$ cat src/rtl/igtp_pkg.sv
`timescale 1ns / 1ps
// ---------------------------------------------------------------------------
// igtp_pkg: shared types and constants for IMU/GNSS timestamp pairing
// Event codes, register indexes, reset values and stream word layout.
// ---------------------------------------------------------------------------
package igtp_pkg;

  // Event codes carried in the low bits of the input word
  typedef enum logic [2:0] {
    OP_SAMPLE = 3'd0,
    OP_FIX    = 3'd1,
    OP_EVAL   = 3'd2,
    OP_PAIR   = 3'd3,
    OP_RECORD = 3'd4
  } opcode_t;

  // Configuration register indexes
  localparam logic [1:0] CFG_INIT_PERIOD = 2'd0;
  localparam logic [1:0] CFG_TIMEOUT     = 2'd1;
  localparam logic [1:0] CFG_FILTER      = 2'd2;

  // Register reset values
  localparam logic [31:0] INIT_PERIOD_RST = 32'd10;
  localparam logic [15:0] TIMEOUT_RST     = 16'd50;
  localparam logic        FILTER_RST      = 1'b1;

  // Stream word widths (packed fields, padded to whole bytes)
  localparam int unsigned IN_W  = 72;
  localparam int unsigned OUT_W = 264;

  // Commands into the statistics unit
  typedef struct packed {
    logic        record;
    logic        stale;
    logic [31:0] delta;
  } stats_cmd_t;

  // Statistics as seen after the current event
  typedef struct packed {
    logic        seen;
    logic [31:0] min_d;
    logic [31:0] max_d;
    logic [63:0] sum;
    logic [31:0] count;
    logic [31:0] stale;
  } stats_t;

endpackage

$ cat src/rtl/imu_gnss_timestamp_pairing_top.sv
`timescale 1ns / 1ps
// ---------------------------------------------------------------------------
// imu_gnss_timestamp_pairing_top: IMU/GNSS timestamp pairing
// Tracks IMU sample times and a smoothed sample period, holds a pending GNSS
// fix until a new sample or timeout, and keeps pairing delta statistics.
// ---------------------------------------------------------------------------
//  channel   dir  handshake            payload
//  s_axis    in   s_tvalid/s_tready    s_tdata: opcode, now_ms, delta_in
//  m_axis    out  m_tvalid/m_tready    m_tdata: decision, period, statistics
//  cfg       in   cfg_valid/cfg_ready  cfg_index, cfg_data
//
// One word in, one word out; a word is taken every cycle that the output register
// can take it, with its result in the output register on the following cycle.
// The only limit on rate is the single output register: input is taken when
// that register is empty or being drained in the same cycle.
// Reset (rst, synchronous) clears all state; configuration returns to
// initial_period_ms = 10, timeout_ms = 50, filter_stale = 1.
// Neither the input nor configuration writes are accepted while rst is high;
// out of reset, configuration writes are always accepted.
// ---------------------------------------------------------------------------
module imu_gnss_timestamp_pairing_top (
  input  logic                         clk,
  input  logic                         rst,
  // opcode [2:0], now_ms [34:3], delta_in [66:35], zero [71:67]
  input  logic [igtp_pkg::IN_W-1:0]    s_tdata,
  input  logic                         s_tvalid,
  output logic                         s_tready,
  // pair_ok [0], should_send [1], valid_for_stats [2], delta_ms [34:3],
  // period_ms [66:35], stats_valid [67], min_delta [99:68],
  // max_delta [131:100], delta_sum [195:132], delta_count [227:196],
  // stale_count [259:228], zero [263:260]
  output logic [igtp_pkg::OUT_W-1:0]   m_tdata,
  output logic                         m_tvalid,
  input  logic                         m_tready,
  input  logic                         cfg_valid,
  output logic                         cfg_ready,
  input  logic [1:0]                   cfg_index,
  input  logic [31:0]                  cfg_data
);
  import igtp_pkg::*;

  // Configuration registers
  logic [31:0] init_period;
  logic [15:0] timeout;
  logic        filter_stale;

  // Tracking state
  logic [31:0] last_sample_time, last_sample_time_next;
  logic        have_sample, have_sample_next;
  logic [31:0] period_est, period_est_next;
  logic        period_measured, period_measured_next;
  logic [31:0] sample_counter, sample_counter_next;
  logic [31:0] fix_time, fix_time_next;
  logic [31:0] counter_at_fix, counter_at_fix_next;
  logic        pending, pending_next;

  // Output register
  logic [OUT_W-1:0] res_data;
  logic             res_valid;

  // Event decode
  logic        in_acc;
  opcode_t     op;
  logic [31:0] now_ms;
  logic [31:0] delta_in;
  logic [31:0] cur_period;
  logic [31:0] age;
  logic [33:0] smooth_acc;
  logic        fresh;
  logic        timed;
  logic        usable;
  logic [32:0] stale_limit;
  logic        pair_hit;
  logic        pair_ok, should_send, valid_stats;
  logic [31:0] delta_ms;
  logic [31:0] period_out;
  stats_cmd_t  scmd;
  stats_t      stats_next;

  assign cfg_ready = !rst;
  assign s_tready  = !rst && (!res_valid || m_tready);
  assign in_acc    = s_tvalid && s_tready;
  assign m_tvalid  = res_valid;
  assign m_tdata   = res_data;

  assign op       = opcode_t'(s_tdata[2:0]);
  assign now_ms   = s_tdata[34:3];
  assign delta_in = s_tdata[66:35];

  // Shared terms
  assign cur_period  = period_measured ? period_est : init_period;
  assign age         = now_ms - last_sample_time;
  assign smooth_acc  = {2'b00, cur_period} + {1'b0, cur_period, 1'b0} + {2'b00, age};
  assign fresh       = sample_counter != counter_at_fix;
  assign timed       = (now_ms - fix_time) >= {16'd0, timeout};
  assign stale_limit = {1'b0, cur_period} + {17'd0, timeout};
  assign usable      = have_sample && (fresh || !filter_stale || {1'b0, age} <= stale_limit);
  assign pair_hit    = have_sample && (age <= {1'b0, cur_period[31:1]});

  // Event decision and next state
  always_comb begin
    last_sample_time_next = last_sample_time;
    have_sample_next      = have_sample;
    period_est_next       = period_est;
    period_measured_next  = period_measured;
    sample_counter_next   = sample_counter;
    fix_time_next         = fix_time;
    counter_at_fix_next   = counter_at_fix;
    pending_next          = pending;
    pair_ok               = 1'b0;
    should_send           = 1'b0;
    valid_stats           = 1'b0;
    delta_ms              = '0;
    scmd.record           = 1'b0;
    scmd.stale            = 1'b0;
    scmd.delta            = delta_in;
    unique case (op)
      OP_SAMPLE: begin
        if (have_sample) begin
          period_est_next      = smooth_acc[33:2];
          period_measured_next = 1'b1;
        end
        last_sample_time_next = now_ms;
        have_sample_next      = 1'b1;
        sample_counter_next   = sample_counter + 32'd1;
      end
      OP_FIX: begin
        fix_time_next       = now_ms;
        counter_at_fix_next = sample_counter;
        pending_next        = 1'b1;
      end
      OP_EVAL: begin
        if (pending && (fresh || timed)) begin
          should_send  = 1'b1;
          pending_next = 1'b0;
          if (usable) begin
            valid_stats = 1'b1;
            delta_ms    = last_sample_time - fix_time;
          end else begin
            scmd.stale = 1'b1;
          end
        end
      end
      OP_PAIR: begin
        if (pair_hit) begin
          pair_ok      = 1'b1;
          delta_ms     = last_sample_time - now_ms;
          pending_next = 1'b0;
        end
      end
      OP_RECORD: begin
        scmd.record = 1'b1;
      end
      default: begin
      end
    endcase
  end

  assign period_out = period_measured_next ? period_est_next : init_period;

  igtp_stats u_stats (
    .clk        (clk),
    .rst        (rst),
    .en         (in_acc),
    .cmd        (scmd),
    .stats_next (stats_next)
  );

  // Configuration registers
  always_ff @(posedge clk) begin
    if (rst) begin
      init_period  <= INIT_PERIOD_RST;
      timeout      <= TIMEOUT_RST;
      filter_stale <= FILTER_RST;
    end else if (cfg_valid && cfg_ready) begin
      unique case (cfg_index)
        CFG_INIT_PERIOD: init_period  <= cfg_data;
        CFG_TIMEOUT:     timeout      <= cfg_data[15:0];
        CFG_FILTER:      filter_stale <= cfg_data[0];
        default: begin
        end
      endcase
    end
  end

  // Tracking state update
  always_ff @(posedge clk) begin
    if (rst) begin
      last_sample_time <= '0;
      have_sample      <= 1'b0;
      period_est       <= '0;
      period_measured  <= 1'b0;
      sample_counter   <= '0;
      fix_time         <= '0;
      counter_at_fix   <= '0;
      pending          <= 1'b0;
    end else if (in_acc) begin
      last_sample_time <= last_sample_time_next;
      have_sample      <= have_sample_next;
      period_est       <= period_est_next;
      period_measured  <= period_measured_next;
      sample_counter   <= sample_counter_next;
      fix_time         <= fix_time_next;
      counter_at_fix   <= counter_at_fix_next;
      pending          <= pending_next;
    end
  end

  // Result register
  always_ff @(posedge clk) begin
    if (rst) begin
      res_valid <= 1'b0;
    end else if (in_acc) begin
      res_valid <= 1'b1;
    end else if (m_tready) begin
      res_valid <= 1'b0;
    end
  end

  always_ff @(posedge clk) begin
    if (in_acc) begin
      res_data <= {4'd0, stats_next.stale, stats_next.count, stats_next.sum,
                   stats_next.max_d, stats_next.min_d, stats_next.seen,
                   period_out, delta_ms, valid_stats, should_send, pair_ok};
    end
  end

  // A taken word always leaves a result behind
  a_result_after_accept: assert property (@(posedge clk) disable iff (rst)
    in_acc |=> res_valid)
    else $error("no result after accepted word");

  // A sample event leaves a sample on record
  a_sample_seen: assert property (@(posedge clk) disable iff (rst)
    (in_acc && op == OP_SAMPLE) |=> have_sample)
    else $error("sample not recorded");

  // A successful immediate pair or a release clears the pending fix
  a_pending_cleared: assert property (@(posedge clk) disable iff (rst)
    (in_acc && (pair_ok || should_send)) |=> !pending)
    else $error("pending fix not cleared");

  // A usable release is always a release
  a_valid_implies_send: assert property (@(posedge clk) disable iff (rst)
    (in_acc && valid_stats) |=> (res_data[2] && res_data[1]))
    else $error("usable pairing without release");

  // Recording a delta marks the statistics valid
  a_record_seen: assert property (@(posedge clk) disable iff (rst)
    (in_acc && op == OP_RECORD) |=> res_data[67])
    else $error("statistics not valid after record");

endmodule

$ cat src/rtl/igtp_stats.sv
`timescale 1ns / 1ps
// ---------------------------------------------------------------------------
// igtp_stats: delta statistics and stale counter
// Keeps min, max, sum and count of recorded deltas plus the stale count,
// and presents the values that hold after the current event.
// ---------------------------------------------------------------------------
module igtp_stats (
  input  logic                clk,
  input  logic                rst,
  input  logic                en,
  input  igtp_pkg::stats_cmd_t cmd,
  output igtp_pkg::stats_t     stats_next
);
  import igtp_pkg::*;

  logic        seen;
  logic [31:0] min_d;
  logic [31:0] max_d;
  logic [63:0] sum;
  logic [31:0] count;
  logic [31:0] stale;
  logic [63:0] delta_wide;

  assign delta_wide = {{32{cmd.delta[31]}}, cmd.delta};

  // Next statistics for this event
  always_comb begin
    stats_next.seen  = seen;
    stats_next.min_d = min_d;
    stats_next.max_d = max_d;
    stats_next.sum   = sum;
    stats_next.count = count;
    stats_next.stale = stale;
    if (en && cmd.record) begin
      if (!seen) begin
        stats_next.seen  = 1'b1;
        stats_next.min_d = cmd.delta;
        stats_next.max_d = cmd.delta;
        stats_next.sum   = delta_wide;
        stats_next.count = 32'd1;
      end else begin
        if ($signed(cmd.delta) < $signed(min_d)) stats_next.min_d = cmd.delta;
        if ($signed(cmd.delta) > $signed(max_d)) stats_next.max_d = cmd.delta;
        stats_next.sum   = sum + delta_wide;
        stats_next.count = count + 32'd1;
      end
    end
    if (en && cmd.stale) begin
      stats_next.stale = stale + 32'd1;
    end
  end

  // Statistics registers
  always_ff @(posedge clk) begin
    if (rst) begin
      seen  <= 1'b0;
      min_d <= '0;
      max_d <= '0;
      sum   <= '0;
      count <= '0;
      stale <= '0;
    end else if (en) begin
      seen  <= stats_next.seen;
      min_d <= stats_next.min_d;
      max_d <= stats_next.max_d;
      sum   <= stats_next.sum;
      count <= stats_next.count;
      stale <= stats_next.stale;
    end
  end

endmodule
$ cat config.mk
export PLATFORM = sky130hd
export DESIGN_NAME = imu_gnss_timestamp_pairing_top
export DESIGN_NICKNAME = d
export VERILOG_FILES = /design/src/rtl/igtp_pkg.sv /design/src/rtl/imu_gnss_timestamp_pairing_top.sv /design/src/rtl/igtp_stats.sv
export SDC_FILE = /design/constraint.sdc
export NUM_CORES = 2
export LEC_CHECK = 0
export BUFFER_PORTS_ARGS = -buffer_cell sky130_fd_sc_hd__buf_2
export CORE_ASPECT_RATIO = 0.75
export CORE_MARGIN = 2
export CORE_UTILIZATION = 60
export CTS_CLUSTER_DIAMETER = 120
export DETAILED_ROUTE_END_ITERATION = 12
export HOLD_SLACK_MARGIN = 0.03
export PLACE_DENSITY = 0.8
export SLEW_MARGIN = 20
export SYNTH_ARGS = -nofsm -noshare
export SYNTH_HDL_FRONTEND = slang
export SYNTH_SLANG_ARGS = --single-unit
$ cat constraint.sdc
create_clock -name clk -period 18.72 [get_ports clk]
set_clock_uncertainty 0.2 [all_clocks]
set_input_delay 0.936 -clock clk [delete_from_list [all_inputs] [get_ports clk]]
set_output_delay 0.936 -clock clk [all_outputs]
set_load 0.01 [all_outputs]
==> key figures <==
Outcome
  • Outcome: finished, final reports clean

CTS
  • Resize count post-CTS: 0
  • Cts hold-fix bufs: 0
  • H-tree levels: 3
  • Setup bufs post-CTS: 0
  • CTS max path bufs: 3
  • CTS tree: done
  • CTS Buf Count: 69
  • Clock sink count: 666
  • Root Buffer: clkbuf_16
  • Clk_lat worst skew: between 0.6 and 0.7 ns
  • Clock transition at the registers of the reported paths: 0.07 ns

Setup path
  • Worst path required time: around 19 ns
  • Crit Path Category: register to register
  • WP data arrival: 7.93 ns
  • CP max FO: 33
  • Critical path endpoint category: register
  • Crit path launch type: register

STA
  • Worst slew margin: 31.2%
  • Setup TNS: 0 ns
  • Fmax: 131 MHz
  • Final setup fails: 0
  • RSZ-0062 raised after global routing: no
  • Hold slack: 0.253 ns
  • Worst-Margin Slew: approximately 1.0 ns
  • Period utilization: 40.9%
  • Fin. max-slew vios: 0
  • Final min period: 7.65 ns
  • Final hold vios: 0

Finish
  • Layout area overhead: 11.8%
  • Most common cell after layout, fill and taps aside: nand2_1
  • Nets: 5767
  • Commonest non-fill, non-tap cells in the layout: nand2_1, a21oi_1, dfxtp_1
  • Layout cells sized above 1: 11.4%
  • Fin area: 48100 µm²
  • Filler cells: 5765
  • Final core utilization: about 67%

Synthesis
  • Gate Count Post-Synth: between 4000 and 5000
  • Cell variety after synth: 84
  • Leading post-synthesis cells by cell area: dfxtp_1, edfxtp_1, ha_1
  • Leading area contributor after synthesis: dfxtp_1
  • Yosys Warn Count: 0
  • Post-synthesis register bit count: 666
  • Async set-reset flop share out of synthesis: 0%
  • Sequential fraction of the synthesis area: 37.0%
  • Yosys top cell area share: 18.9%
  • EDFF count, synth: 260
  • Synth Cell Area: approximately 43000 µm²
  • Main synth FF type: dfxtp_1
  • Synthesized area per cell: 8.67 µm²

Drt
  • DRT Wirelength: 122 mm
  • 1st-pass router iterations: 6
  • Via count: 38000
  • Number of DRC markers in iteration 0: roughly 4300
  • Vias per cell: 6.07
  • ANT nets after route: 0
  • Number of remaining DRC errors: 0
  • Avg WL per Cell: 19.5 µm

Floorplan
  • Row count: between 80 and 90
  • Die W: 313 µm
  • Die area: 74000 µm²
  • Core Box Area: ~71000 µm²
  • Initial core utilization: 60.4%
  • Ports: between 300 and 400
  • Die height: 236 µm

Global route
  • First-pass GRT wire length: roughly 190 mm
  • Overflow after GRT: 0
  • Initial antenna violation count: 19
  • Vias in the first global route: 34000
  • Total global-route track usage: between 30% and 40%
  • Largest net degree at the start of global routing: 168

Power and ir drop
  • PD cells: 75.1 nW/µm²
  • Max VDD drop: slightly above 70 µV
  • Static Leak: 20.4 nW

Placed design
  • Dpl hpwl: 89.4 mm
  • I/O Buffers: roughly 370
  • DP Area: ~46000 µm²
  • RD Place Congestion: 0.964

Job
  • Max Cap Viol: 0

Worst hold path
  • Worst Hold Class: register to register
[metrics by stage]
stage               setup WS [ns]  std cells  total power [W]
finish                      11.07       6255          0.00361
global route                10.64       6249          0.00375
CTS                         11.24       6238          0.00362
detailed placement          10.71       6110          0.00214
global placement            10.87       6110          0.00212
floorplan                    8.50       4970          0.00197
[cell type report]
type | count | area, µm² | share of cell area (%)
multi-input combinational | 3729 | 25000 | 52.0
antenna | 17 | 42.5 | 0.0884
timing repair buffer | 407 | 2160 | 4.48
tap | 957 | 1200 | 2.49
inverter | 351 | 1330 | 2.75
clock buffer | 98 | 2060 | 4.29
sequential | 666 | 15900 | 33.1
clock inverter | 30 | 389 | 0.808
[state kept, by name, summed over array words and instances (netlist names), 16 cells and up]
signal	count
fix_time	32
m_tdata	260
u_stats.stale	32
period_est	32
init_period	32
sample_counter	32
last_sample_time	32
u_stats.count	32
u_stats.min_d	32
timeout	16
u_stats.sum	64
counter_at_fix	32
u_stats.max_d	32
[synth_stat cells (64+ instances only)]
library cell,instances
nor2_1,319
a21oi_1,504
a22o_1,95
nand4_1,64
nor3_1,64
ha_1,394
o21ai_0,254
clkbuf_1,184
edfxtp_1,260
xnor2_1,156
dfxtp_1,406
nand2_1,653
a21o_1,146
nand3_1,109
inv_1,349
xor2_1,145
and3_1,66
[cell families after synthesis]
family          after synthesis  synth area share, %
xor+xnor                    301                 6.12
simple gates               1530                 16.3
fa+ha+maj                   432                 13.2
compound gates             1381                 20.3
flops                       666                 37.0
mux                          81                 1.95
other cells                   1              0.00871
buf+inv                     575                 5.10
[worst max-delay path, cell delays in order, from the launching register on]
cell	delay, ns
dfxtp_2	0.31
buf_4	0.49
mux2i_1	0.65
inv_1	0.18
ha_1	0.31
a21o_1	0.18
a21oi_1	0.21
o21bai_1	0.09
a21o_1	0.21
a21oi_1	0.21
o22ai_1	0.20
o211a_1	0.30
o21a_1	0.27
and3_1	0.24
nand3_1	0.11
xnor2_1	0.13
ha_1	0.28
a211o_1	0.32
a211oi_1	0.25
o211ai_1	0.12
a221oi_1	0.23
o21a_1	0.17
a41o_1	0.25
inv_1	0.27
nor2_2	0.53
buf_4	0.47
a22o_1	0.28
[per-layer routing]
layer  track usage [%]  routed length [µm]
met2              44.3               49300
met4              11.4                4210
met3              7.00               12600
met1              48.2               55900
met5                 0                   0
[power breakdown]
part / leakage [nW] / internal [W] / switching (W) / total, W
Sequential: 5.72 / 0.00154 / 0.0000148 / 0.00155
Combinational: 13.5 / 0.000210 / 0.000364 / 0.000574
Clock: 1.21 / 0.000885 / 0.000603 / 0.00149
Total: 20.4 / 0.00263 / 0.000982 / 0.00361
[path summary, 6_finish.rpt]
kind	from	end	slack, ns	cells after the start
min	fix_time[18]$_SDFFE_PP0P_	fix_time[18]$_SDFFE_PP0P_	0.25	2
min reg2reg	fix_time[18]$_SDFFE_PP0P_	fix_time[18]$_SDFFE_PP0P_	0.25	2
max reg2reg	period_measured$_SDFFE_PP0P_	m_tdata[20]$_DFFE_PP_	11.07	26
max	period_measured$_SDFFE_PP0P_	m_tdata[20]$_DFFE_PP_	11.07	26
Note: power is estimated with default switching activity, not from simulation.
